===== src/design/rrt_pkg.sv =====
`default_nettype none
// ----------------------------------------------------------------------------
// rrt_pkg: shared types and constants for the request retry tracker
// Field widths, command and message codes, event codes, and the
// command/status structs that join the controller and the datapath.
// ----------------------------------------------------------------------------
package rrt_pkg;

   localparam int CACHE_DEPTH_DEF = 8;

   localparam int ID_W       = 16;
   localparam int TYPE_W     = 2;
   localparam int HANDLE_W   = 16;
   localparam int CMD_W      = 2;
   localparam int EV_W       = 4;
   localparam int ATT_W      = 4;
   localparam int TIMER_W    = 16;
   localparam int CSR_IDX_W  = 2;
   localparam int CSR_DATA_W = 16;
   localparam int ENTRY_W    = ID_W + TYPE_W + HANDLE_W;

   localparam logic [CMD_W-1:0] CMD_START = 2'd0;
   localparam logic [CMD_W-1:0] CMD_MSG   = 2'd1;
   localparam logic [CMD_W-1:0] CMD_TICK  = 2'd2;

   localparam logic [TYPE_W-1:0] MT_ACK    = 2'd1;
   localparam logic [TYPE_W-1:0] MT_RESULT = 2'd2;

   localparam logic [CSR_IDX_W-1:0] CSR_RETRY_LIMIT    = 2'd0;
   localparam logic [CSR_IDX_W-1:0] CSR_ACK_TIMEOUT    = 2'd1;
   localparam logic [CSR_IDX_W-1:0] CSR_RESULT_TIMEOUT = 2'd2;

   localparam logic [ATT_W-1:0]   RETRY_LIMIT_RST    = 4'd3;
   localparam logic [TIMER_W-1:0] ACK_TIMEOUT_RST    = 16'd10;
   localparam logic [TIMER_W-1:0] RESULT_TIMEOUT_RST = 16'd50;

   typedef enum logic [1:0] {
      PH_IDLE   = 2'd0,
      PH_ACK    = 2'd1,
      PH_RESULT = 2'd2
   } phase_type;

   typedef enum logic [EV_W-1:0] {
      EV_SEND      = 4'd0,
      EV_ACK       = 4'd1,
      EV_RESULT    = 4'd2,
      EV_EXHAUSTED = 4'd3,
      EV_RTIMEOUT  = 4'd4,
      EV_CACHED    = 4'd5,
      EV_EVICTED   = 4'd6,
      EV_NONE      = 4'd7,
      EV_BUSY      = 4'd8
   } ev_type;

   typedef enum logic [2:0] {
      HS_ZERO,
      HS_ACK,
      HS_RES,
      HS_MSG,
      HS_RAM
   } hsel_type;

   typedef enum logic [4:0] {
      S_IDLE,
      S_DECODE,
      S_SRCH_RD,
      S_SRCH_CMP,
      S_COMP_RD,
      S_COMP_WR,
      S_ACK_DONE,
      S_EVICT_RD,
      S_STORE_WR,
      S_EM_SEND,
      S_EM_ACK,
      S_EM_RES,
      S_EM_BUSY,
      S_EM_NONE,
      S_EM_EXH,
      S_EM_RTO,
      S_EM_EVICT,
      S_EM_CACHED
   } ctl_state_type;

   typedef struct packed {
      logic     latch_in;
      logic     start_req;
      logic     retry;
      logic     tick;
      logic     enter_ack;
      logic     enter_res;
      logic     ack_from_msg;
      logic     res_from_msg;
      logic     go_idle;
      logic     srch_rd;
      logic     srch_next;
      logic     srch_hit;
      logic     comp_rd;
      logic     comp_wr;
      logic     comp_done;
      logic     evict_rd;
      logic     evict;
      logic     store_wr;
      logic     emit;
      ev_type   ev;
      hsel_type hsel;
      logic     last;
   } dp_cmd_type;

   typedef struct packed {
      logic [CMD_W-1:0] cmd;
      phase_type        phase;
      logic             ack_match;
      logic             res_match;
      logic             mode_blocking;
      logic             full;
      logic             ack_expired;
      logic             res_expired;
      logic             can_retry;
      logic             srch_end;
      logic             srch_hit;
      logic             comp_end;
      logic             srch_is_ack;
      logic             send_flag;
      logic             ack_flag;
      logic             res_flag;
      logic             out_free;
   } dp_stat_type;

endpackage
`default_nettype wire


===== src/design/rrt_ram.sv =====
`default_nettype none
// ----------------------------------------------------------------------------
// rrt_ram: generic single-write, single-read RAM
// One write port and one read port; read data is registered and holds
// while no read is requested.
// ----------------------------------------------------------------------------
module rrt_ram #(
   parameter  int WIDTH = 8,
   parameter  int DEPTH = 8,
   localparam int AW    = (DEPTH > 1) ? $clog2(DEPTH) : 1
) (
   input  wire logic                  clock,
   input  wire logic                  we,
   input  wire logic [AW-1:0]         waddr,
   input  wire logic [WIDTH-1:0]      wdata,
   input  wire logic                  re,
   input  wire logic [AW-1:0]         raddr,
   output logic      [WIDTH-1:0]      rdata
);
   logic [WIDTH-1:0] mem [DEPTH];
   logic [WIDTH-1:0] rdata_ff;

   always_ff @(posedge clock) begin
      if (we) begin
         mem[waddr] <= wdata;
      end
      if (re) begin
         rdata_ff <= mem[raddr];
      end
   end

   assign rdata = rdata_ff;

endmodule
`default_nettype wire


===== src/design/rrt_dp.sv =====
`default_nettype none
// ----------------------------------------------------------------------------
// rrt_dp: request tracker datapath
// Config registers, request state, elapsed timer, the ordered pending store
// (circular RAM with head pointer), search index and the result register.
// ----------------------------------------------------------------------------
module rrt_dp #(
   parameter int CACHE_DEPTH = rrt_pkg::CACHE_DEPTH_DEF
) (
   input  wire logic                             clock,
   input  wire logic                             reset,
   input  wire logic                             csr_we,
   input  wire logic [rrt_pkg::CSR_IDX_W-1:0]    csr_index,
   input  wire logic [rrt_pkg::CSR_DATA_W-1:0]   csr_wdata,
   input  wire logic [rrt_pkg::CMD_W-1:0]        req_command,
   input  wire logic                             req_blocking,
   input  wire logic [rrt_pkg::ID_W-1:0]         req_msg_id,
   input  wire logic [rrt_pkg::TYPE_W-1:0]       req_msg_type,
   input  wire logic [rrt_pkg::HANDLE_W-1:0]     req_msg_handle,
   output logic                                  rsp_valid,
   input  wire logic                             rsp_ready,
   output logic      [rrt_pkg::EV_W-1:0]         rsp_event_res,
   output logic      [rrt_pkg::ID_W-1:0]         rsp_req_id,
   output logic      [rrt_pkg::HANDLE_W-1:0]     rsp_handle,
   output logic      [rrt_pkg::ATT_W-1:0]        rsp_attempt,
   output logic                                  rsp_last,
   input  wire rrt_pkg::dp_cmd_type              cmd,
   output rrt_pkg::dp_stat_type                  stat
);
   localparam int AW = (CACHE_DEPTH > 1) ? $clog2(CACHE_DEPTH) : 1;
   localparam int CW = $clog2(CACHE_DEPTH + 1);

   // map a logical position (0 = oldest) onto a RAM address
   function automatic logic [AW-1:0] phys(input logic [AW-1:0] base,
                                          input logic [CW-1:0] off);
      logic [CW:0] sum;
      sum = (CW+1)'(base) + (CW+1)'(off);
      if (sum >= (CW+1)'(CACHE_DEPTH)) begin
         sum = sum - (CW+1)'(CACHE_DEPTH);
      end
      return sum[AW-1:0];
   endfunction

   logic [rrt_pkg::ATT_W-1:0]    retry_limit_ff, retry_limit_in;
   logic [rrt_pkg::TIMER_W-1:0]  ack_timeout_ff, ack_timeout_in;
   logic [rrt_pkg::TIMER_W-1:0]  result_timeout_ff, result_timeout_in;

   logic [rrt_pkg::CMD_W-1:0]    cmd_ff;
   logic                         blk_ff;
   logic [rrt_pkg::ID_W-1:0]     mid_ff;
   logic [rrt_pkg::TYPE_W-1:0]   mty_ff;
   logic [rrt_pkg::HANDLE_W-1:0] mh_ff;

   rrt_pkg::phase_type           phase_ff, phase_in;
   logic                         mode_ff, mode_in;
   logic [rrt_pkg::ID_W-1:0]     cur_id_ff, cur_id_in;
   logic [rrt_pkg::TIMER_W-1:0]  elapsed_ff, elapsed_in;
   logic [rrt_pkg::ATT_W-1:0]    sends_ff, sends_in;
   logic [CW-1:0]                count_ff, count_in;
   logic [AW-1:0]                head_ff, head_in;
   logic [CW-1:0]                idx_ff, idx_in;
   logic [rrt_pkg::TYPE_W-1:0]   srch_type_ff, srch_type_in;
   logic                         send_flag_ff, send_flag_in;
   logic                         ack_flag_ff, ack_flag_in;
   logic                         res_flag_ff, res_flag_in;
   logic [rrt_pkg::HANDLE_W-1:0] ack_h_ff, ack_h_in;
   logic [rrt_pkg::HANDLE_W-1:0] res_h_ff, res_h_in;

   logic                         rsp_valid_ff, rsp_valid_in;
   logic [rrt_pkg::EV_W-1:0]     rsp_ev_ff;
   logic [rrt_pkg::ID_W-1:0]     rsp_id_ff;
   logic [rrt_pkg::HANDLE_W-1:0] rsp_h_ff, rsp_h_sel;
   logic [rrt_pkg::ATT_W-1:0]    rsp_att_ff;
   logic                         rsp_last_ff;

   logic [rrt_pkg::TIMER_W-1:0]  elapsed_inc;
   logic [CW-1:0]                idx_plus;
   logic [CW-1:0]                rd_off, wr_off;
   logic [AW-1:0]                ram_raddr, ram_waddr;
   logic [rrt_pkg::ENTRY_W-1:0]  ram_wdata, ram_rdata;
   logic                         ram_re, ram_we;
   logic [rrt_pkg::ID_W-1:0]     rd_id;
   logic [rrt_pkg::TYPE_W-1:0]   rd_type;
   logic [rrt_pkg::HANDLE_W-1:0] rd_handle;
   logic                         out_free;

   assign rd_id     = ram_rdata[rrt_pkg::ENTRY_W-1 -: rrt_pkg::ID_W];
   assign rd_type   = ram_rdata[rrt_pkg::HANDLE_W +: rrt_pkg::TYPE_W];
   assign rd_handle = ram_rdata[rrt_pkg::HANDLE_W-1:0];

   assign elapsed_inc = (elapsed_ff == '1) ? elapsed_ff
                                           : elapsed_ff + rrt_pkg::TIMER_W'(1);
   assign idx_plus    = idx_ff + CW'(1);
   assign out_free    = !rsp_valid_ff || rsp_ready;

   // store RAM ports
   assign ram_re    = cmd.srch_rd || cmd.comp_rd || cmd.evict_rd;
   assign rd_off    = cmd.comp_rd ? idx_plus : (cmd.evict_rd ? '0 : idx_ff);
   assign ram_raddr = phys(head_ff, rd_off);
   assign ram_we    = cmd.comp_wr || cmd.store_wr;
   assign wr_off    = cmd.store_wr ? count_ff : idx_ff;
   assign ram_waddr = phys(head_ff, wr_off);
   assign ram_wdata = cmd.store_wr ? {mid_ff, mty_ff, mh_ff} : ram_rdata;

   rrt_ram #(
      .WIDTH (rrt_pkg::ENTRY_W),
      .DEPTH (CACHE_DEPTH)
   ) u_store (
      .clock (clock),
      .we    (ram_we),
      .waddr (ram_waddr),
      .wdata (ram_wdata),
      .re    (ram_re),
      .raddr (ram_raddr),
      .rdata (ram_rdata)
   );

   // config registers
   always_comb begin
      retry_limit_in    = retry_limit_ff;
      ack_timeout_in    = ack_timeout_ff;
      result_timeout_in = result_timeout_ff;
      if (csr_we) begin
         unique case (csr_index)
            rrt_pkg::CSR_RETRY_LIMIT:    retry_limit_in    = csr_wdata[rrt_pkg::ATT_W-1:0];
            rrt_pkg::CSR_ACK_TIMEOUT:    ack_timeout_in    = csr_wdata;
            rrt_pkg::CSR_RESULT_TIMEOUT: result_timeout_in = csr_wdata;
            default: ;
         endcase
      end
   end

   // request state and store bookkeeping
   always_comb begin
      phase_in     = phase_ff;
      mode_in      = mode_ff;
      cur_id_in    = cur_id_ff;
      elapsed_in   = elapsed_ff;
      sends_in     = sends_ff;
      count_in     = count_ff;
      head_in      = head_ff;
      idx_in       = idx_ff;
      srch_type_in = srch_type_ff;
      send_flag_in = send_flag_ff;
      ack_flag_in  = ack_flag_ff;
      res_flag_in  = res_flag_ff;
      ack_h_in     = ack_h_ff;
      res_h_in     = res_h_ff;

      if (cmd.latch_in) begin
         send_flag_in = 1'b0;
         ack_flag_in  = 1'b0;
         res_flag_in  = 1'b0;
      end
      if (cmd.start_req) begin
         cur_id_in    = cur_id_ff + rrt_pkg::ID_W'(1);
         mode_in      = blk_ff;
         sends_in     = rrt_pkg::ATT_W'(1);
         send_flag_in = 1'b1;
      end
      if (cmd.retry) begin
         sends_in     = sends_ff + rrt_pkg::ATT_W'(1);
         send_flag_in = 1'b1;
      end
      if (cmd.tick) begin
         elapsed_in = elapsed_inc;
      end
      // phase entry restarts the timer and the search
      if (cmd.enter_ack) begin
         phase_in     = rrt_pkg::PH_ACK;
         elapsed_in   = '0;
         srch_type_in = rrt_pkg::MT_ACK;
         idx_in       = '0;
      end
      if (cmd.enter_res) begin
         phase_in     = rrt_pkg::PH_RESULT;
         elapsed_in   = '0;
         srch_type_in = rrt_pkg::MT_RESULT;
         idx_in       = '0;
      end
      if (cmd.go_idle) begin
         phase_in = rrt_pkg::PH_IDLE;
      end
      if (cmd.ack_from_msg) begin
         ack_flag_in = 1'b1;
         ack_h_in    = mh_ff;
      end
      if (cmd.res_from_msg) begin
         res_flag_in = 1'b1;
         res_h_in    = mh_ff;
      end
      if (cmd.srch_next || cmd.comp_wr) begin
         idx_in = idx_plus;
      end
      if (cmd.srch_hit) begin
         if (srch_type_ff == rrt_pkg::MT_ACK) begin
            ack_flag_in = 1'b1;
            ack_h_in    = rd_handle;
         end else begin
            res_flag_in = 1'b1;
            res_h_in    = rd_handle;
         end
      end
      if (cmd.comp_done || cmd.evict) begin
         count_in = count_ff - CW'(1);
      end
      if (cmd.evict) begin
         head_in = (head_ff == AW'(CACHE_DEPTH - 1)) ? '0 : head_ff + AW'(1);
      end
      if (cmd.store_wr) begin
         count_in = count_ff + CW'(1);
      end
   end

   // result register
   always_comb begin
      case (cmd.hsel)
         rrt_pkg::HS_ACK: rsp_h_sel = ack_h_ff;
         rrt_pkg::HS_RES: rsp_h_sel = res_h_ff;
         rrt_pkg::HS_MSG: rsp_h_sel = mh_ff;
         rrt_pkg::HS_RAM: rsp_h_sel = rd_handle;
         default:         rsp_h_sel = '0;
      endcase
      rsp_valid_in = rsp_valid_ff;
      if (cmd.emit) begin
         rsp_valid_in = 1'b1;
      end else if (rsp_ready) begin
         rsp_valid_in = 1'b0;
      end
   end

   always_ff @(posedge clock) begin
      if (reset) begin
         retry_limit_ff    <= rrt_pkg::RETRY_LIMIT_RST;
         ack_timeout_ff    <= rrt_pkg::ACK_TIMEOUT_RST;
         result_timeout_ff <= rrt_pkg::RESULT_TIMEOUT_RST;
         phase_ff          <= rrt_pkg::PH_IDLE;
         mode_ff           <= 1'b0;
         cur_id_ff         <= '0;
         elapsed_ff        <= '0;
         sends_ff          <= '0;
         count_ff          <= '0;
         head_ff           <= '0;
         idx_ff            <= '0;
         srch_type_ff      <= rrt_pkg::MT_ACK;
         send_flag_ff      <= 1'b0;
         ack_flag_ff       <= 1'b0;
         res_flag_ff       <= 1'b0;
         rsp_valid_ff      <= 1'b0;
      end else begin
         retry_limit_ff    <= retry_limit_in;
         ack_timeout_ff    <= ack_timeout_in;
         result_timeout_ff <= result_timeout_in;
         phase_ff          <= phase_in;
         mode_ff           <= mode_in;
         cur_id_ff         <= cur_id_in;
         elapsed_ff        <= elapsed_in;
         sends_ff          <= sends_in;
         count_ff          <= count_in;
         head_ff           <= head_in;
         idx_ff            <= idx_in;
         srch_type_ff      <= srch_type_in;
         send_flag_ff      <= send_flag_in;
         ack_flag_ff       <= ack_flag_in;
         res_flag_ff       <= res_flag_in;
         rsp_valid_ff      <= rsp_valid_in;
      end
   end

   // payload registers
   always_ff @(posedge clock) begin
      ack_h_ff <= ack_h_in;
      res_h_ff <= res_h_in;
      if (cmd.latch_in) begin
         cmd_ff <= req_command;
         blk_ff <= req_blocking;
         mid_ff <= req_msg_id;
         mty_ff <= req_msg_type;
         mh_ff  <= req_msg_handle;
      end
      if (cmd.emit) begin
         rsp_ev_ff   <= cmd.ev;
         rsp_id_ff   <= cur_id_ff;
         rsp_h_ff    <= rsp_h_sel;
         rsp_att_ff  <= sends_ff;
         rsp_last_ff <= cmd.last;
      end
   end

   assign rsp_valid     = rsp_valid_ff;
   assign rsp_event_res = rsp_ev_ff;
   assign rsp_req_id    = rsp_id_ff;
   assign rsp_handle    = rsp_h_ff;
   assign rsp_attempt   = rsp_att_ff;
   assign rsp_last      = rsp_last_ff;

   // status to the controller
   always_comb begin
      stat.cmd           = cmd_ff;
      stat.phase         = phase_ff;
      stat.ack_match     = (phase_ff == rrt_pkg::PH_ACK) && (mid_ff == cur_id_ff)
                           && (mty_ff == rrt_pkg::MT_ACK);
      stat.res_match     = (phase_ff == rrt_pkg::PH_RESULT) && (mid_ff == cur_id_ff)
                           && (mty_ff == rrt_pkg::MT_RESULT);
      stat.mode_blocking = mode_ff;
      stat.full          = (count_ff == CW'(CACHE_DEPTH));
      stat.ack_expired   = (elapsed_inc >= ack_timeout_ff);
      stat.res_expired   = (elapsed_inc >= result_timeout_ff);
      stat.can_retry     = (sends_ff < retry_limit_ff);
      stat.srch_end      = (idx_ff >= count_ff);
      stat.srch_hit      = (rd_id == cur_id_ff) && (rd_type == srch_type_ff);
      stat.comp_end      = ((CW+1)'(idx_ff) + (CW+1)'(1)) >= (CW+1)'(count_ff);
      stat.srch_is_ack   = (srch_type_ff == rrt_pkg::MT_ACK);
      stat.send_flag     = send_flag_ff;
      stat.ack_flag      = ack_flag_ff;
      stat.res_flag      = res_flag_ff;
      stat.out_free      = out_free;
   end

endmodule
`default_nettype wire


===== src/design/rrt_ctrl.sv =====
`default_nettype none
// ----------------------------------------------------------------------------
// rrt_ctrl: request tracker sequencer
// Decodes each item, walks the pending store for searches, compaction and
// eviction, and issues the result items one at a time.
// ----------------------------------------------------------------------------
module rrt_ctrl (
   input  wire logic                  clock,
   input  wire logic                  reset,
   input  wire logic                  req_valid,
   output logic                       req_ready,
   input  wire rrt_pkg::dp_stat_type  stat,
   output rrt_pkg::dp_cmd_type        cmd
);
   rrt_pkg::ctl_state_type state_ff, state_in;
   rrt_pkg::ctl_state_type em_first;

   // first result of a send / ack / result chain
   always_comb begin
      if (stat.send_flag) begin
         em_first = rrt_pkg::S_EM_SEND;
      end else if (stat.ack_flag) begin
         em_first = rrt_pkg::S_EM_ACK;
      end else begin
         em_first = rrt_pkg::S_EM_RES;
      end
   end

   // next state
   always_comb begin
      state_in = state_ff;
      unique case (state_ff)
         rrt_pkg::S_IDLE: begin
            if (req_valid) state_in = rrt_pkg::S_DECODE;
         end
         rrt_pkg::S_DECODE: begin
            if (stat.cmd == rrt_pkg::CMD_START) begin
               state_in = (stat.phase != rrt_pkg::PH_IDLE) ? rrt_pkg::S_EM_BUSY
                                                          : rrt_pkg::S_SRCH_RD;
            end else if (stat.cmd == rrt_pkg::CMD_MSG) begin
               if (stat.ack_match) begin
                  state_in = rrt_pkg::S_ACK_DONE;
               end else if (stat.res_match) begin
                  state_in = rrt_pkg::S_EM_RES;
               end else if (stat.full) begin
                  state_in = rrt_pkg::S_EVICT_RD;
               end else begin
                  state_in = rrt_pkg::S_STORE_WR;
               end
            end else if (stat.cmd == rrt_pkg::CMD_TICK && stat.phase != rrt_pkg::PH_IDLE) begin
               if (stat.phase == rrt_pkg::PH_ACK) begin
                  if (!stat.ack_expired) begin
                     state_in = rrt_pkg::S_EM_NONE;
                  end else if (stat.can_retry) begin
                     state_in = rrt_pkg::S_SRCH_RD;
                  end else begin
                     state_in = rrt_pkg::S_EM_EXH;
                  end
               end else begin
                  state_in = stat.res_expired ? rrt_pkg::S_EM_RTO : rrt_pkg::S_EM_NONE;
               end
            end else begin
               state_in = rrt_pkg::S_EM_NONE;
            end
         end
         rrt_pkg::S_SRCH_RD: begin
            state_in = stat.srch_end ? em_first : rrt_pkg::S_SRCH_CMP;
         end
         rrt_pkg::S_SRCH_CMP: begin
            state_in = stat.srch_hit ? rrt_pkg::S_COMP_RD : rrt_pkg::S_SRCH_RD;
         end
         rrt_pkg::S_COMP_RD: begin
            if (stat.comp_end) begin
               state_in = stat.srch_is_ack ? rrt_pkg::S_ACK_DONE : em_first;
            end else begin
               state_in = rrt_pkg::S_COMP_WR;
            end
         end
         rrt_pkg::S_COMP_WR:  state_in = rrt_pkg::S_COMP_RD;
         rrt_pkg::S_ACK_DONE: begin
            state_in = stat.mode_blocking ? rrt_pkg::S_SRCH_RD : em_first;
         end
         rrt_pkg::S_EVICT_RD: state_in = rrt_pkg::S_EM_EVICT;
         rrt_pkg::S_EM_EVICT: begin
            if (stat.out_free) state_in = rrt_pkg::S_STORE_WR;
         end
         rrt_pkg::S_STORE_WR: state_in = rrt_pkg::S_EM_CACHED;
         rrt_pkg::S_EM_SEND: begin
            if (stat.out_free) state_in = stat.ack_flag ? rrt_pkg::S_EM_ACK : rrt_pkg::S_IDLE;
         end
         rrt_pkg::S_EM_ACK: begin
            if (stat.out_free) state_in = stat.res_flag ? rrt_pkg::S_EM_RES : rrt_pkg::S_IDLE;
         end
         rrt_pkg::S_EM_RES, rrt_pkg::S_EM_BUSY, rrt_pkg::S_EM_NONE,
         rrt_pkg::S_EM_EXH, rrt_pkg::S_EM_RTO, rrt_pkg::S_EM_CACHED: begin
            if (stat.out_free) state_in = rrt_pkg::S_IDLE;
         end
         default: state_in = rrt_pkg::S_IDLE;
      endcase
   end

   // outputs
   always_comb begin
      cmd       = '0;
      cmd.ev    = rrt_pkg::EV_NONE;
      cmd.hsel  = rrt_pkg::HS_ZERO;
      req_ready = 1'b0;
      unique case (state_ff)
         rrt_pkg::S_IDLE: begin
            req_ready    = 1'b1;
            cmd.latch_in = req_valid;
         end
         rrt_pkg::S_DECODE: begin
            if (stat.cmd == rrt_pkg::CMD_START) begin
               if (stat.phase == rrt_pkg::PH_IDLE) begin
                  cmd.start_req = 1'b1;
                  cmd.enter_ack = 1'b1;
               end
            end else if (stat.cmd == rrt_pkg::CMD_MSG) begin
               if (stat.ack_match) begin
                  cmd.ack_from_msg = 1'b1;
               end else if (stat.res_match) begin
                  cmd.res_from_msg = 1'b1;
                  cmd.go_idle      = 1'b1;
               end
            end else if (stat.cmd == rrt_pkg::CMD_TICK && stat.phase != rrt_pkg::PH_IDLE) begin
               cmd.tick = 1'b1;
               if (stat.phase == rrt_pkg::PH_ACK) begin
                  if (stat.ack_expired) begin
                     if (stat.can_retry) begin
                        cmd.retry     = 1'b1;
                        cmd.enter_ack = 1'b1;
                     end else begin
                        cmd.go_idle = 1'b1;
                     end
                  end
               end else if (stat.res_expired) begin
                  cmd.go_idle = 1'b1;
               end
            end
         end
         rrt_pkg::S_SRCH_RD: begin
            cmd.srch_rd = !stat.srch_end;
         end
         rrt_pkg::S_SRCH_CMP: begin
            cmd.srch_hit  = stat.srch_hit;
            cmd.srch_next = !stat.srch_hit;
         end
         rrt_pkg::S_COMP_RD: begin
            if (stat.comp_end) begin
               cmd.comp_done = 1'b1;
               cmd.go_idle   = !stat.srch_is_ack;
            end else begin
               cmd.comp_rd = 1'b1;
            end
         end
         rrt_pkg::S_COMP_WR: cmd.comp_wr = 1'b1;
         rrt_pkg::S_ACK_DONE: begin
            if (stat.mode_blocking) begin
               cmd.enter_res = 1'b1;
            end else begin
               cmd.go_idle = 1'b1;
            end
         end
         rrt_pkg::S_EVICT_RD: cmd.evict_rd = 1'b1;
         rrt_pkg::S_STORE_WR: cmd.store_wr = 1'b1;
         rrt_pkg::S_EM_EVICT: begin
            cmd.emit  = stat.out_free;
            cmd.evict = stat.out_free;
            cmd.ev    = rrt_pkg::EV_EVICTED;
            cmd.hsel  = rrt_pkg::HS_RAM;
         end
         rrt_pkg::S_EM_CACHED: begin
            cmd.emit = stat.out_free;
            cmd.ev   = rrt_pkg::EV_CACHED;
            cmd.hsel = rrt_pkg::HS_MSG;
            cmd.last = 1'b1;
         end
         rrt_pkg::S_EM_SEND: begin
            cmd.emit = stat.out_free;
            cmd.ev   = rrt_pkg::EV_SEND;
            cmd.last = !stat.ack_flag;
         end
         rrt_pkg::S_EM_ACK: begin
            cmd.emit = stat.out_free;
            cmd.ev   = rrt_pkg::EV_ACK;
            cmd.hsel = rrt_pkg::HS_ACK;
            cmd.last = !stat.res_flag;
         end
         rrt_pkg::S_EM_RES: begin
            cmd.emit = stat.out_free;
            cmd.ev   = rrt_pkg::EV_RESULT;
            cmd.hsel = rrt_pkg::HS_RES;
            cmd.last = 1'b1;
         end
         rrt_pkg::S_EM_BUSY: begin
            cmd.emit = stat.out_free;
            cmd.ev   = rrt_pkg::EV_BUSY;
            cmd.last = 1'b1;
         end
         rrt_pkg::S_EM_NONE: begin
            cmd.emit = stat.out_free;
            cmd.ev   = rrt_pkg::EV_NONE;
            cmd.last = 1'b1;
         end
         rrt_pkg::S_EM_EXH: begin
            cmd.emit = stat.out_free;
            cmd.ev   = rrt_pkg::EV_EXHAUSTED;
            cmd.last = 1'b1;
         end
         rrt_pkg::S_EM_RTO: begin
            cmd.emit = stat.out_free;
            cmd.ev   = rrt_pkg::EV_RTIMEOUT;
            cmd.last = 1'b1;
         end
         default: ;
      endcase
   end

   always_ff @(posedge clock) begin
      if (reset) begin
         state_ff <= rrt_pkg::S_IDLE;
      end else begin
         state_ff <= state_in;
      end
   end

endmodule
`default_nettype wire


===== src/design/request_retry_tracker_with_reorder_cache.sv =====
`default_nettype none
// Flow: an accepted item is registered, then decoded in S_DECODE; a store search reads and
// compares each entry scanned (S_SRCH_RD, S_SRCH_CMP) and reads and writes back each entry
// moved up behind a hit (S_COMP_RD, S_COMP_WR), over the one RAM read port; send, ack and
// result items leave in that order, each once the output is free; an evicted item leaves
// ahead of the cached one. One item at a time: a new one is accepted only in S_IDLE.
// Reset: synchronous; config returns to defaults and the store empties at once, no sweep.
// ----------------------------------------------------------------------------
// request_retry_tracker_with_reorder_cache: stop-and-wait request tracker
// Assigns request ids, times acknowledgement and result waits with retries,
// and keeps unmatched messages in an ordered pending store.
// ----------------------------------------------------------------------------
module request_retry_tracker_with_reorder_cache #(
   parameter int CACHE_DEPTH = rrt_pkg::CACHE_DEPTH_DEF
) (
   input  wire logic                             clock,
   input  wire logic                             reset,
   input  wire logic                             csr_we,
   input  wire logic [rrt_pkg::CSR_IDX_W-1:0]    csr_index,
   input  wire logic [rrt_pkg::CSR_DATA_W-1:0]   csr_wdata,
   input  wire logic                             req_valid,
   output logic                                  req_ready,
   input  wire logic [rrt_pkg::CMD_W-1:0]        req_command,
   input  wire logic                             req_blocking,
   input  wire logic [rrt_pkg::ID_W-1:0]         req_msg_id,
   input  wire logic [rrt_pkg::TYPE_W-1:0]       req_msg_type,
   input  wire logic [rrt_pkg::HANDLE_W-1:0]     req_msg_handle,
   output logic                                  rsp_valid,
   input  wire logic                             rsp_ready,
   output logic      [rrt_pkg::EV_W-1:0]         rsp_event_res,
   output logic      [rrt_pkg::ID_W-1:0]         rsp_req_id,
   output logic      [rrt_pkg::HANDLE_W-1:0]     rsp_handle,
   output logic      [rrt_pkg::ATT_W-1:0]        rsp_attempt,
   output logic                                  rsp_last
);
   rrt_pkg::dp_cmd_type  dp_cmd;
   rrt_pkg::dp_stat_type dp_stat;

   rrt_ctrl u_ctrl (
      .clock     (clock),
      .reset     (reset),
      .req_valid (req_valid),
      .req_ready (req_ready),
      .stat      (dp_stat),
      .cmd       (dp_cmd)
   );

   rrt_dp #(
      .CACHE_DEPTH (CACHE_DEPTH)
   ) u_dp (
      .clock          (clock),
      .reset          (reset),
      .csr_we         (csr_we),
      .csr_index      (csr_index),
      .csr_wdata      (csr_wdata),
      .req_command    (req_command),
      .req_blocking   (req_blocking),
      .req_msg_id     (req_msg_id),
      .req_msg_type   (req_msg_type),
      .req_msg_handle (req_msg_handle),
      .rsp_valid      (rsp_valid),
      .rsp_ready      (rsp_ready),
      .rsp_event_res  (rsp_event_res),
      .rsp_req_id     (rsp_req_id),
      .rsp_handle     (rsp_handle),
      .rsp_attempt    (rsp_attempt),
      .rsp_last       (rsp_last),
      .cmd            (dp_cmd),
      .stat           (dp_stat)
   );

endmodule
`default_nettype wire


===== config.mk =====
export PLATFORM = sky130hd
export DESIGN_NAME = request_retry_tracker_with_reorder_cache
export DESIGN_NICKNAME = d
export VERILOG_FILES = /design/src/design/rrt_pkg.sv /design/src/design/rrt_ram.sv /design/src/design/rrt_dp.sv /design/src/design/rrt_ctrl.sv /design/src/design/request_retry_tracker_with_reorder_cache.sv
export SDC_FILE = /design/constraint.sdc
export NUM_CORES = 1
export LEC_CHECK = 0
export BUFFER_PORTS_ARGS = -buffer_cell sky130_fd_sc_hd__buf_2
export CORE_AREA = 2 2 237 216
export DETAILED_ROUTE_END_ITERATION = 8
export DIE_AREA = 0 0 239 218
export SYNTH_ARGS = -nofsm -noshare
export SYNTH_HDL_FRONTEND = slang
export SYNTH_SLANG_ARGS = --single-unit

===== constraint.sdc =====
create_clock -name clock -period 8.3 [get_ports clock]
set_clock_uncertainty 0.1 [all_clocks]
set_input_delay 1.245 -clock clock [delete_from_list [all_inputs] [get_ports clock]]
set_output_delay 1.245 -clock clock [all_outputs]
set_load 0.005 [all_outputs]

Word level (Yosys, flattened, before mapping)

Memory sizes are Yosys's and may differ from the RTL's. A register that Yosys moved wholly into a read port is not among the register bits.
Cells that the tools add are included.

Flip-flop bits (word level): 207
Bits in writable memories: 272
Input port bits: 60
Word-level logic and storage cells: 237
Memories: 1

$add $sub $neg: 12
$lt $le $gt $ge: 7
Equality and inequality tests: 41
Multiplexer cells: 109
Reductions and logical operators: 37

Memory list:

| memory           | depth | width | rd ports | clocked after Yosys merged registers in | wr ports | RTL line      | source |
|---|---|---|---|---|---|---|---|
| u_dp.u_store.mem | 8     | 34    | 1        | 1                                       | 1        | rrt_ram.sv:20 | `logic [WIDTH-1:0] mem [DEPTH];` |

Operators by type and width:

| cell                                                              | number |
|---|---|
| two-way mux 16 bit                                                | 7 |
| two-way mux 5 bit                                                 | 17 |
| case mux 5 bit (13 select lines)                                  | 1 |
| two-way mux 4 bit                                                 | 16 |
| case mux 16 bit (4 select lines)                                  | 1 |
| case mux 5 bit (9 select lines)                                   | 1 |
| two-way mux 1 bit                                                 | 44 |
| == test 5 x 4 -> 1 bit, second input constant                     | 8 |
| two-way mux 34 bit                                                | 1 |
| adder 16 x 1 -> 16 bit, second input constant                     | 2 |
| == test 16 bit                                                    | 2 |
| greater-or-equal comparator 16 bit                                | 2 |
| two-way mux 2 bit                                                 | 11 |
| two-way mux 3 bit                                                 | 7 |
| == test 5 x 3 -> 1 bit, second input constant                     | 4 |
| == test 16 bit, second input constant                             | 1 |
| adder 4 x 1 -> 4 bit, second input constant                       | 3 |
| case mux 3 bit (4 select lines)                                   | 1 |
| adder 3 x 4 -> 5 bit                                              | 2 |
| == test 2 x 1 -> 1 bit, second input constant                     | 5 |
| == test 5 x 2 -> 1 bit, second input constant                     | 2 |
| == test 5 bit, second input constant                              | 2 |
| greater-or-equal comparator 5 x 4 -> 1 bit, second input constant | 2 |
| nonzero test 2 bit                                                | 5 |
| other kinds (28)                                                  | 59 |

Longest topological paths before layout

Depth in word-level cells: 12
Gate-level depth with buffers: 18

By module

Synthesis repeated with hierarchy kept, for this count alone.

Cell total of the unflattened synthesis: 1627
Area, all modules: 22674.2 um2

By module, submodules not included:

| module   | instances | cells an instance | area each (um2) | sequential area each (um2) |
|---|---|---|---|---|
| rrt_ram  | 1         | 441               | 11423.5         | 9188.8 |
| rrt_dp   | 1         | 1029              | 10279.9         | 4824.6 |
| rrt_ctrl | 1         | 157               | 970.9           | 100.1 |

Worst setup path after synthesis

Ideal clock, no wire load.

Path kind: reg2reg
From: register u_ctrl.state_ff[3]
To: memory u_dp.u_store.mem[6][0] in the netlist's numbering, enable pin
Library setup time: 475 ps
Arrival: 5202 ps
Slack: 2523 ps
Stages on the path, launching flop included: 13
Buffers on the path: 2
Clock period less this slack: 5777 ps
Cells stage by stage: dfxtp_1 clkbuf_1 nand2b_1 nor2_1 nand2_1 buf_1 mux2_2 ha_1 inv_1 fa_1 xnor2_1 xnor2_1 nor3b_1

Word-level cells in the longest chain between the ends: 6
Elaborated cells between the ends (all ways): 12

RTL lines:

| what                                                                                    | RTL line                   | source |
|---|---|---|
| start: declaration                                                                      | rrt_ctrl.sv:15             | `rrt_pkg::ctl_state_type state_ff, state_in;` |
| start signal: assignment                                                                | rrt_ctrl.sv:222            | `state_ff <= rrt_pkg::S_IDLE;` |
| start signal: assignment                                                                | rrt_ctrl.sv:224            | `state_ff <= state_in;` |
| == test 5 x 4 -> 1 bit                                                                  | rrt_ctrl.sv:108            | `unique case (state_ff)` |
| two-way mux 1 bit                                                                       | rrt_ctrl.sv:108            |  |
| two-way mux 4 bit                                                                       | rrt_dp.sv:101              | `assign wr_off = cmd.store_wr ? count_ff : idx_ff;` |
| adder 3 x 4 -> 5 bit                                                                    | rrt_dp.sv:37               | `sum = (CW+1)'(base) + (CW+1)'(off);` |
| greater-or-equal comparator 5 x 4 -> 1 bit or subtractor 3 x 1 -> 3 bit (tied branches) | rrt_dp.sv:38, rrt_dp.sv:39 |  |
| two-way mux 3 bit                                                                       | rrt_dp.sv:38               | `if (sum >= (CW+1)'(CACHE_DEPTH)) begin` |
| end: declaration                                                                        | rrt_ram.sv:20              |  |

Parallel ways exist; a longest one is shown, timed or not.

Worst setup path in the final report

From: register u_dp.idx_ff[0]
To: register u_dp.u_store.rdata_ff[27] (netlist: u_dp.u_store.rdata[27]) (read register of u_dp.u_store.mem) (data pin)

Word-level cells in the longest chain between the ends: 8
Elaborated cells between the ends (all ways): 16

RTL lines:

| what                                                                                    | RTL line                   | source |
|---|---|---|
| start: declaration                                                                      | rrt_dp.sv:61               | `logic [CW-1:0] idx_ff, idx_in;` |
| start signal: assignment                                                                | rrt_dp.sv:261              | `idx_ff <= idx_in;` |
| adder 4 x 1 -> 5 bit                                                                    | rrt_dp.sv:312              | `stat.comp_end = ((CW+1)'(idx_ff) + (CW+1)'(1)) >= (CW+1)'(count_ff);` |
| greater-or-equal comparator 5 x 4 -> 1 bit                                              | rrt_dp.sv:312              |  |
| two-way mux 1 bit                                                                       | rrt_ctrl.sv:150            | `if (stat.comp_end) begin` |
| two-way mux 1 bit                                                                       | rrt_ctrl.sv:108            |  |
| two-way mux 4 bit                                                                       | rrt_dp.sv:98               | `assign rd_off = cmd.comp_rd ? idx_plus : (cmd.evict_rd ? '0 : idx_ff);` |
| adder 3 x 4 -> 5 bit                                                                    | rrt_dp.sv:37               |  |
| greater-or-equal comparator 5 x 4 -> 1 bit or subtractor 3 x 1 -> 3 bit (tied branches) | rrt_dp.sv:38, rrt_dp.sv:39 |  |
| two-way mux 3 bit                                                                       | rrt_dp.sv:38               |  |
| end: declaration                                                                        | rrt_ram.sv:21              | `logic [WIDTH-1:0] rdata_ff;` |

Parallel ways exist; a longest one is shown, timed or not.
A chain may end at the register's enable or synchronous reset.

==> impl_results.md <==
- Clock Latency Late Sink: 0.60 ns
- Layout area overhead: 13.7%
- Top_reg_cell synth: edfxtp_1
- Number of DRC markers in iteration 0: 1055
- CTS tree: built
- Slew headroom: 17.5%
- Root buf cell: clkbuf_16
- Critical path class: register to register
- Worst-Margin Slew: 1.23 ns
- CTS Buffer Depth: 3
- Leak: 0.00905 uW
- H-Tree Depth: 2
- Synthesized cell area: 22100 um^2
- Hold_sp: u_dp.result_timeout_ff[7]$_SDFFE_PP0P_
- Finished Core Util: 50.4%
- Gpl congestion: 0.822
- Syn Area/Cell: 14.0 um^2
- Cell taking the most area after synthesis: edfxtp_1
- Worst r2r src: u_dp.idx_ff[0]$_SDFFE_PP0P_
- Gate power share: 18.3%
- Maximum fanout along the worst path: 37
- Effective utilization at floorplan: 44.4%
- Switching Fraction: 27.6%
- Critical path data arrival time: 5.67 ns
- I/O Buffers: 102
- Post-synth EDFFs: 384
- Total grt overflow: 0
- Internal: 5110 uW
- CTS Buf Count: 53
- Syn_nets: 1699
- Synth cell types: 72
- Max-Cap Viols: 0
- Cell class contributing the biggest share of worst-path delay: adder cells
- Worst EP required: 8.55 ns
- Die Span X: 239 um
- First-pass GRT wire length: 80400 um
- Final Hold Fails: 0
- Antenna diode count: 0
- CP max-delay cell: fa_2
- DR WL/cell: 21.9 um
- Fin crit share: 65.3%
- Setup bufs post-CTS: 0
- Number of setup violations in the final report: 0
- Crit-path cells: ha_1 > nor2b_1 > nor2_1 > inv_1 > ha_1 > o21ai_0 > o21a_1 > nand4_1 > o21ai_0 > ha_4 > inv_1 > fa_2 > buf_4 > mux4_2 > mux2_1
- Seq/Total Area, Yosys: 63.9%
- Net total in the final layout: 1805
- Slack of the critical path: 2.88 ns
- Post-DRT Antenna Nets: 0
- Floorplan core area: 49800 um^2
- Peak Freq: 184 MHz
- Full die area: 52100 um^2
- Mapped Cells: 1583
- Peak VDD IR: 0.000157 V
- Number of fill cells: 4239
- Synth Register Bits: 513
- Gr usage total: 20.3%
- Layout cells sized above 1: 20.4%
- Buf/Inv on CP: 3
- Sw Pwr: 1940 uW
- CTS sink count: 513
- Largest net degree at the start of global routing: 70
- Biggest register: u_dp.u_store.mem
- Ranking of synthesized cells by area: edfxtp_1 (52%), dfxtp_1 (12%), mux4_2 (6.9%)
- Drc violations: 0
- Total wire length: 52000 um
- Setup crit start kind: register
- Crit. Startpoint: u_dp.idx_ff[0]$_SDFFE_PP0P_
- Reg power frac: 47.4%
- Hold WC Path Type: register to register
- Hpwl dp: 33400 um
- Max incr delay on CP: 1.13 ns
- Setup_tns: 0 ns
- Iteration count of the initial detailed-routing pass: 5
- Post-synthesis async set-or-reset flop share: 0%
- Tmin final: 5.42 ns
- Clk pin slew, worst setup/hold paths: 0.06 ns
- CTS Hold Bufs: 0
- RSZ-0062 raised after global routing: false
- PwrDens: 281 nW/um^2
- Placement Setup Slack: 2.88 ns
- Post-cts repair resize count: 0
- Vias in the first global route: 13300
- Largest register FFs: 272
- Die height: 218 um
- Share of the synthesized area in the top cell type: 52.2%
- Antenna violations before repair: 0
- Yosys warns: 0
- I/O pin total: 103
- Worst Hold Slack: 0.357 ns
- Drt via density: 5.55
- Row count: 78
- Total number of vias: 13200
- Max Slew Vio Count: 0
- Outcome: complete, no violations
- Nature of the critical path endpoint: register
- Clock power frac: 34.3%
final timing paths:
| check | endpoint | slack [ns] | cells past startpoint |
|---|---|---|---|
| worst max-delay path | u_dp.u_store.rdata[27]$_DFFE_PP_ | 2.88 | 15 |
| worst min-delay path | u_dp.result_timeout_ff[7]$_SDFFE_PP0P_ | 0.36 | 2 |
| worst max register to register | u_dp.u_store.rdata[27]$_DFFE_PP_ | 2.88 | 15 |
| worst min register to register | u_dp.result_timeout_ff[7]$_SDFFE_PP0P_ | 0.36 | 2 |
metal layers:
metal	vias up	GRT usage [%]	wire (um)	part of all wire [%]
met5	-	0	0	0
met4	0	5.67	1110	2.1
met3	59	2.67	2220	4.3
met2	294	34.0	25400	49
met1	6651	27.8	23300	45
li1	6158	-	-	-
layout make-up:
class                   instances  area, um^2  share of cell area (%)
repair buffers                124         679                    2.71
clock inverters                27         307                    1.22
clock buffers                  71        1480                    5.88
well taps                     640         801                    3.19
multi-input cells             941        7510                    29.9
inverters                      56         210                   0.837
flip-flops and latches        513       14100                    56.2
cell families (layout without fill, tap and decap cells):
family                     after synthesis  after routing  share of synthesized area (%)
AOI/OAI and AO/OA                      230            230                           6.46
xor gates and xnor gates                78             78                           3.09
adders and majority gates               56             56                           3.27
buffers and inverters                  129            278                           2.50
DFF                                    513            513                           63.9
muxes                                  173            173                           12.1
and+or+nand+nor                        404            404                           8.67
placed cells by master (no fill, tap or decap), types with 12 or more instances in the layout:
| cell | instances |
|---|---|
| a21oi_1 | 109 |
| a22oi_1 | 32 |
| buf_2 | 102 |
| buf_4 | 21 |
| clkbuf_1 | 12 |
| clkbuf_16 | 55 |
| dfxtp_1 | 129 |
| edfxtp_1 | 384 |
| ha_1 | 52 |
| inv_1 | 55 |
| mux2_1 | 20 |
| mux2_2 | 50 |
| mux2i_1 | 35 |
| mux4_2 | 68 |
| nand2_1 | 142 |
| nand2b_1 | 15 |
| nand3_1 | 26 |
| nand4_1 | 13 |
| nor2_1 | 112 |
| nor3_1 | 16 |
| nor4_1 | 12 |
| o21ai_0 | 26 |
| xnor2_1 | 31 |
| xor2_1 | 46 |
worst register-to-register path, cell delays in order (launching register included):
cell,delay (ns)
dfxtp_1,0.38
ha_1,0.26
nor2b_1,0.15
nor2_1,0.16
inv_1,0.07
ha_1,0.28
o21ai_0,0.16
o21a_1,0.23
nand4_1,0.31
o21ai_0,0.42
ha_4,0.17
inv_1,0.04
fa_2,1.13
buf_4,0.61
mux4_2,0.40
mux2_1,0.31
per-stage QoR:
stage,instance area (um^2),power [uW],cells
finish,25100,7050,2372
global route,25100,7370,2372
detailed placement,23300,4710,2273
CTS,25100,7140,2371
global placement,23300,4680,2273
floorplan,22100,4260,1583
power by group through the flow:
| stage | logic [uW] | clock network [uW] | registers (uW) |
|---|---|---|---|
| floorplan | 962 | 0 | 3290 |
| global placement | 1280 | 0 | 3400 |
| detailed placement | 1310 | 0 | 3400 |
| CTS | 1320 | 2480 | 3340 |
| global route | 1430 | 2580 | 3370 |
| finish | 1290 | 2420 | 3340 |
synthesized netlist by cell type, types with 15 or more instances:
cell	count
a22oi_1	32
mux2_2	50
ha_1	53
mux2_1	20
dfxtp_1	129
nand3_1	27
nor3_1	21
o21ai_0	26
nand2b_1	15
mux4_2	68
nand2_1	143
edfxtp_1	384
nor2_1	114
a21oi_1	109
xnor2_1	32
xor2_1	46
clkbuf_1	45
inv_1	56
mux2i_1	35
(Power assumes the default switching activity.)
